$ cat src/design/pbi_pkg.sv
// Package for the periodic bilinear interpolator.
// Holds field widths, pipeline stage layout and the item function codes.
// No dependencies.
package pbi_pkg;

    localparam int COORD_W      = 32;
    localparam int VALUE_W      = 32;
    localparam int NUM_NBR      = 4;
    localparam int WRAP_STAGES  = 4;
    localparam int BLEND_STAGES = 4;
    localparam int STG_ADDR     = WRAP_STAGES;
    localparam int STG_RAM      = STG_ADDR + 1;
    localparam int NUM_STAGES   = STG_RAM + 1 + BLEND_STAGES;

    typedef enum logic
    {
        FUNC_WRITE = 1'b0,
        FUNC_QUERY = 1'b1
    } func_t;

    typedef logic [NUM_STAGES-1:0] stage_vec_t;

endpackage

$ cat src/design/pbi_wrap.sv
// Coordinate wrap pipeline: splits a fixed point coordinate into fraction and
// grid index modulo the grid size, and gives the upper neighbour index. Uses pbi_pkg.
module pbi_wrap #(
    parameter int GRID_SIZE = 256,
    parameter int FRAC_BITS = 16
) (
    input  logic                                clk,
    input  logic [pbi_pkg::WRAP_STAGES-1:0]     en,
    input  logic signed [pbi_pkg::COORD_W-1:0]  pos,
    output logic [$clog2(GRID_SIZE)-1:0]        idx_lo,
    output logic [$clog2(GRID_SIZE)-1:0]        idx_hi,
    output logic [FRAC_BITS-1:0]                frac,
    output logic [FRAC_BITS:0]                  frac_inv
);

    import pbi_pkg::*;

    localparam int IW  = $clog2(GRID_SIZE);
    localparam int IPW = COORD_W - FRAC_BITS;
    localparam int UW  = ((IPW > IW) ? IPW : IW) + 1;
    localparam int RW  = IW + 1;
    localparam logic [UW-1:0] OFFS =
        UW'(((2 ** (IPW - 1) + GRID_SIZE - 1) / GRID_SIZE) * GRID_SIZE);
    localparam logic [UW-1:0] RECIP = UW'((64'd1 << UW) / 64'(GRID_SIZE));
    localparam logic [RW-1:0] GSZ_R = RW'(GRID_SIZE);
    localparam logic [IW-1:0] LAST  = IW'(GRID_SIZE - 1);
    localparam logic [FRAC_BITS:0] ONE = {1'b1, {FRAC_BITS{1'b0}}};

    logic signed [IPW-1:0] ip;
    logic [UW-1:0]         u_next;
    logic [2*UW-1:0]       prod;
    logic [RW-1:0]         qg;
    logic [RW-1:0]         r_next;
    logic [IW-1:0]         lo_next;
    logic [IW-1:0]         hi_next;

    logic [UW-1:0]         u1_reg;
    logic [UW-1:0]         q2_reg;
    logic [RW-1:0]         ulo2_reg;
    logic [RW-1:0]         r3_reg;
    logic [FRAC_BITS-1:0]  f1_reg;
    logic [FRAC_BITS-1:0]  f2_reg;
    logic [FRAC_BITS-1:0]  f3_reg;
    logic [FRAC_BITS-1:0]  f4_reg;
    logic [FRAC_BITS:0]    inv4_reg;
    logic [IW-1:0]         lo4_reg;
    logic [IW-1:0]         hi4_reg;

    // offset by a multiple of the grid size to keep the integer part non-negative
    assign ip     = pos[COORD_W-1:FRAC_BITS];
    assign u_next = UW'(ip) + OFFS;

    // quotient estimate by reciprocal, at most one short
    assign prod   = (2*UW)'(u1_reg) * (2*UW)'(RECIP);
    assign qg     = q2_reg[RW-1:0] * GSZ_R;
    assign r_next = ulo2_reg - qg;

    assign lo_next = (r3_reg >= GSZ_R) ? IW'(r3_reg - GSZ_R) : IW'(r3_reg);
    assign hi_next = (lo_next == LAST) ? '0 : lo_next + IW'(1);

    always_ff @(posedge clk)
    begin
        if (en[0])
        begin
            u1_reg <= u_next;
            f1_reg <= pos[FRAC_BITS-1:0];
        end
        if (en[1])
        begin
            q2_reg   <= prod[2*UW-1:UW];
            ulo2_reg <= u1_reg[RW-1:0];
            f2_reg   <= f1_reg;
        end
        if (en[2])
        begin
            r3_reg <= r_next;
            f3_reg <= f2_reg;
        end
        if (en[3])
        begin
            lo4_reg  <= lo_next;
            hi4_reg  <= hi_next;
            f4_reg   <= f3_reg;
            inv4_reg <= ONE - {1'b0, f3_reg};
        end
    end

    assign idx_lo   = lo4_reg;
    assign idx_hi   = hi4_reg;
    assign frac     = f4_reg;
    assign frac_inv = inv4_reg;

endmodule

$ cat config.mk
export PLATFORM = sky130hd
export DESIGN_NAME = pbi_wrap
export DESIGN_NICKNAME = d
export VERILOG_FILES = /design/src/design/pbi_pkg.sv /design/src/design/pbi_wrap.sv
export SDC_FILE = /design/constraint.sdc
export NUM_CORES = 1
export LEC_CHECK = 0
export ABC_AREA = 0
export BUFFER_PORTS_ARGS = -buffer_cell sky130_fd_sc_hd__buf_2
export CORE_MARGIN = 1.5
export CORE_UTILIZATION = 48
export DETAILED_ROUTE_END_ITERATION = 8
export GPL_ROUTABILITY_DRIVEN = 1
export GPL_TIMING_DRIVEN = 1
export PLACE_DENSITY = 0.8
export SETUP_SLACK_MARGIN = 0.15
export SLEW_MARGIN = 25
export SYNTH_ARGS = -nofsm -noshare
export SYNTH_HDL_FRONTEND = slang
export SYNTH_SLANG_ARGS = --single-unit
$ cat constraint.sdc
create_clock -name clk -period 2 [get_ports clk]
set_input_delay 0.1 -clock clk [delete_from_list [all_inputs] [get_ports clk]]
set_output_delay 0.1 -clock clk [all_outputs]
set_load 0.01 [all_outputs]
After elaboration in Yosys (flattened, before gate mapping)
Index checks and enable logic that the tools add are counted.
{"block": "totals", "register_bits": 125, "in_bits": 37, "output_inout_bits": 49, "elab_cells": 19}
{"block": "op_classes", "n_addsub": 5, "magnitude_cmp": 1, "eq_ne": 1, "mux": 1}
{"op": "subtractor 17 x 16 -> 17 bit (first input constant)", "count": 1}
{"op": "adder 9 x 1 -> 9 bit (second input constant)", "count": 1}
{"op": "greater-or-equal comparator 9 bit (second input constant)", "count": 1}
{"op": "subtractor 9 bit", "count": 1}
{"op": "adder 8 x 1 -> 8 bit (second input constant)", "count": 1}
{"op": "== test 8 bit (second input constant)", "count": 1}
{"op": "2-to-1 mux 8 bit", "count": 1}
{"op": "subtractor 8 x 1 -> 8 bit (second input constant)", "count": 1}

Longest topological paths before layout
{"block": "depth", "depth_word": 3, "mapped_depth": 6, "mapped_depth_nobuf": 6}

Worst setup path after synthesis
Ideal clock, no wire load.
{"block": "synth_timing", "kind": "register to register", "from": "register f3_reg[7]", "to": "register inv4_reg[13] (netlist: frac_inv[13]) (data pin)", "setup_ns": 0.259, "t_arrival_ns": 1.866, "required_time_ns": 1.741, "setup_slack_ns": -0.125, "path_stages_with_launch": 5, "path_buffers": 0, "period_less_slack_ns": 2.125, "cell_sequence": "edfxtp_1 or4_4 or4_4 or3_1 xor2_1"}
{"block": "synth_via", "elab_chain_cells": 1}
{"item": "from (decl)", "line_no": "pbi_wrap.sv:43", "rtl": "logic [FRAC_BITS-1:0] f3_reg;"}
{"item": "from (signal assigned)", "line_no": "pbi_wrap.sv:77", "rtl": "f3_reg <= f2_reg;"}
{"item": "subtractor 17 x 16 -> 17 bit", "line_no": "pbi_wrap.sv:84", "rtl": "inv4_reg <= ONE - {1'b0, f3_reg};"}
{"item": "to (signal assigned)", "line_no": "pbi_wrap.sv:84"}
{"item": "to (decl)", "line_no": "pbi_wrap.sv:45", "rtl": "logic [FRAC_BITS:0] inv4_reg;"}
Every way passes these cells.
A chain may end at the register's enable or synchronous reset.

Worst setup path in the final report
{"block": "layout_timing", "from": "register f3_reg[10]", "to": "register inv4_reg[13] (netlist: frac_inv[13]) (data pin)"}
The elaborated chain is that of the path after synthesis.

==> impl_metrics.csv <==
group,metric,value,unit
cts,insertion_delay,0.49,ns
power,power_leakage,2.10,nW
layout,area_delta_synth_final,37.9,%
setup_path,crit_family,"simple AND/OR/NAND/NOR gates",
synth,ys_types,23,
grt,antenna_found_initial,0,
placed_design,gp_congestion,0.816,
timing,max-slew-margin-rel,61.3,%
setup_path,end_kind,"flip-flop",
cts,clockBufferDepth,2,
setup_path,cp_common_cell,"or4_4",
timing,fin_ws,-0.106,ns
setup_path,crit_fanout,3,
floorplan,die_h,94.8,microns
detailed_routing,ant_nets,0,
setup_path,cp_cell_sequence,"or4_4, or4_4, or3_4, xor2_1",
synth,synth_most_common_cell,"edfxtp_1",
setup_path,startpoint_type,"flip-flop",
layout,final_util,68.2,%
flow_run,drv_cap,0,
detailed_routing,drt_iter0_drc,88,
timing,fmax,475,MHz
synth,synth-seq-area-share,89.2,%
placed_design,hpwl,3890,microns
synth,yosys_warnings,0,
cts,cts_tree,"yes",
layout,antenna_cells,0,
synth,netlist_area,4040,sq um
setup_path,crit_arrival,2.34,ns
setup_path,critPathMaxStageDelay,0.56,ns
timing,hold_violations,0,
synth,synth_compound_area_share,0.991,%
layout,finalInstanceArea,5570,sq um
synth,synth_enable_flop_cells,120,
outcome,status,"complete, but fails checks",
power,powerDensity,1140,nW/um^2
grt,grt_max_degree,49,
synth,synth_commonest_cells,"120 x edfxtp_1, 10 x xnor2_1, 7 x xor2_1",
synth,ys_dominant_reg_cell,"edfxtp_1",
cts,ctsHtreeMaxLevel,4,
layout,nNetsFinal,360,
detailed_routing,drt-vias-per-instance,4.65,
timing,worst_pin_slew,0.581,ns
detailed_routing,drc,0,
grt,grt_use_total,14.3,%
synth,synth_top_area_share,89.2,%
synth,synth_xor_xnor_area_share,3.68,%
power,p_sw,1.14,mW
floorplan,core,8180,sq um
placed_design,dpl.cell_count,381,
cts,path_clk_slew,0.05,ns
timing,fin_skew,0.0136,ns
synth,syn_nets,224,
synth,synth_seq_cells,120,
timing,min_period_over_period,105,%
synth,synth_top_family_by_area,"simple AND/OR/NAND/NOR gates",
power,p_comb_share,4.4,%
placed_design,portBuffers,77,
timing,rsz0062_at_grt,"yes",
cts,cts_root_buf,"clkbuf_8",
synth,synthMuxAreaShare,0,%
power,pwr-share-seq,47.7,%
setup_path,cp_num_buf_inv,0,
synth,syn_inst,185,
setup_path,required,2.24,ns
floorplan,dieArea,8980,sq um
timing,tns,-0.175,ns
synth,synthTopCellsByArea,"edfxtp_1 89%, xnor2_1 2.2%, xor2_1 1.5%, or4_4 0.84%, nor3_1 0.74%",
grt,grt_pass1_wl,9030,microns
hold_path,min_path_type,"in2reg",
synth,synthArstFlopShare,0,%
power,pwr-share-clk,47.9,%
synth,synth_top_area_cell,"edfxtp_1",
setup_path,path_class,"reg2reg",
timing,slew_violations,0,
detailed_routing,wl_per_cell,13.6,microns
placed_design,dpl_cell_area,4670,sq um
layout,layout-drive-gt1-share,39.0,%
floorplan,rows,33,
floorplan,ios,86,
synth,synthSimpleGateAreaFrac,5.08,%
grt,overflow,0,
placed_design,post-place-ws,-0.0878,ns
power,switching_share,17.9,%
setup_path,slowest_stage,"or4_4",
detailed_routing,wirelength,5970,microns
detailed_routing,firstDrtPassIters,4,
timing,finalSetupViolCount,3,
synth,avgSynthCellArea,21.8,sq um
outcome,failed_checks,"setup timing",
layout,layout.cells.non_filler,438,
power,ir_worst_vdd,0.773,mV
floorplan,initial_core_util,49.4,%
cts,cts.sinks,120,
power,p_int,5.23,mW
timing,min_period,2.11,ns
grt,grt_pass1_vias,1946,
cts,cts-buffers-inserted,17,
synth,synth_fa_ha_area_share,0.619,%
floorplan,dieWidth,94.8,microns
detailed_routing,vias,2038,
## power by group through the flow
stage | registers [mW] | logic, mW | clock network [mW]
after floorplan | 3.11 | 0.0466 | 0
after global placement | 3.07 | 0.237 | 0
after detailed placement | 3.09 | 0.244 | 0
after CTS | 3.04 | 0.283 | 3.11
after global routing | 3.05 | 0.311 | 3.22
final | 3.04 | 0.283 | 3.05
## repair_timing
item                                    CTS  global route
endpoints found under the setup margin    7             7
hold buffers                             24             0
buffers inserted                          2             0
gates resized for setup                   3             6
hold endpoints to repair                 24             0
pin swaps                                 0             1
## final timing paths
path         startpoint      endpoint  slack (ns)  cells after the start
min               en[1]     f2_reg[1]        0.11                      1
max reg2reg  f3_reg[10]  frac_inv[13]       -0.11                      4
min reg2reg   f2_reg[5]     f3_reg[5]        0.41                      0
max          f3_reg[10]  frac_inv[13]       -0.11                      4
## through the flow
stage	hold slack, ns	power, mW
after CTS	0.0916	6.43
after detailed placement	0.278	3.33
after global placement	0.278	3.31
after floorplan	0.199	3.15
after global routing	0.103	6.58
final	0.111	6.37
## logic make-up (layout without fill, tap and decap cells)
group,Yosys count,in the layout
adders and majority gates,2,2
DFF,120,120
buffers and inverters,4,152
AOI/OAI and AO/OA,7,7
and+or+nand+nor,35,35
xor gates and xnor gates,17,17
## layout make-up
class / count / area [sq um]
fill: 535 / 2600
multi-input combinational: 61 / 465
clock inverter: 11 / 179
timing repair buffer: 118 / 757
sequential: 120 / 3600
tap: 105 / 131
clock buffer: 20 / 425
inverter: 3 / 11.3
## cell usage in the layout, fill, tap and decap left out
master,netlist,layout
clkinv_1,0,3
nor3b_2,0,1
nand4_1,1,1
inv_1,3,2
edfxtp_1,120,120
nor2_1,5,5
inv_2,0,1
dlygate4sd3_1,0,24
and3_1,1,1
buf_4,1,16
nand2_1,6,6
or4_4,3,3
bufinv_16,0,5
buf_2,0,77
o21ai_1,2,2
or3b_1,1,1
or3_4,1,3
nor3_4,0,1
clkbuf_8,0,1
xor2_1,7,7
nor4bb_4,0,1
clkbuf_16,0,16
nand2b_1,1,1
nor3_2,0,1
xnor2_1,10,10
nor3_1,6,4
buf_6,0,1
a21boi_1,1,1
or3_1,3,1
clkbuf_1,0,3
a21oi_1,3,3
nand3_1,5,5
ha_1,2,2
clkinvlp_4,0,1
o211ai_1,1,1
clkinv_2,0,2
## layer usage
layer  vias up  share of wire (%)  GRT usage, %
li1        998                  -             -
met1       966                 43          16.0
met2        68                 52          23.5
met3         6                4.1          4.83
met4         0                1.5          8.58
met5         -                  0             0
No activity file was read; power rests on OpenSTA's default activity.
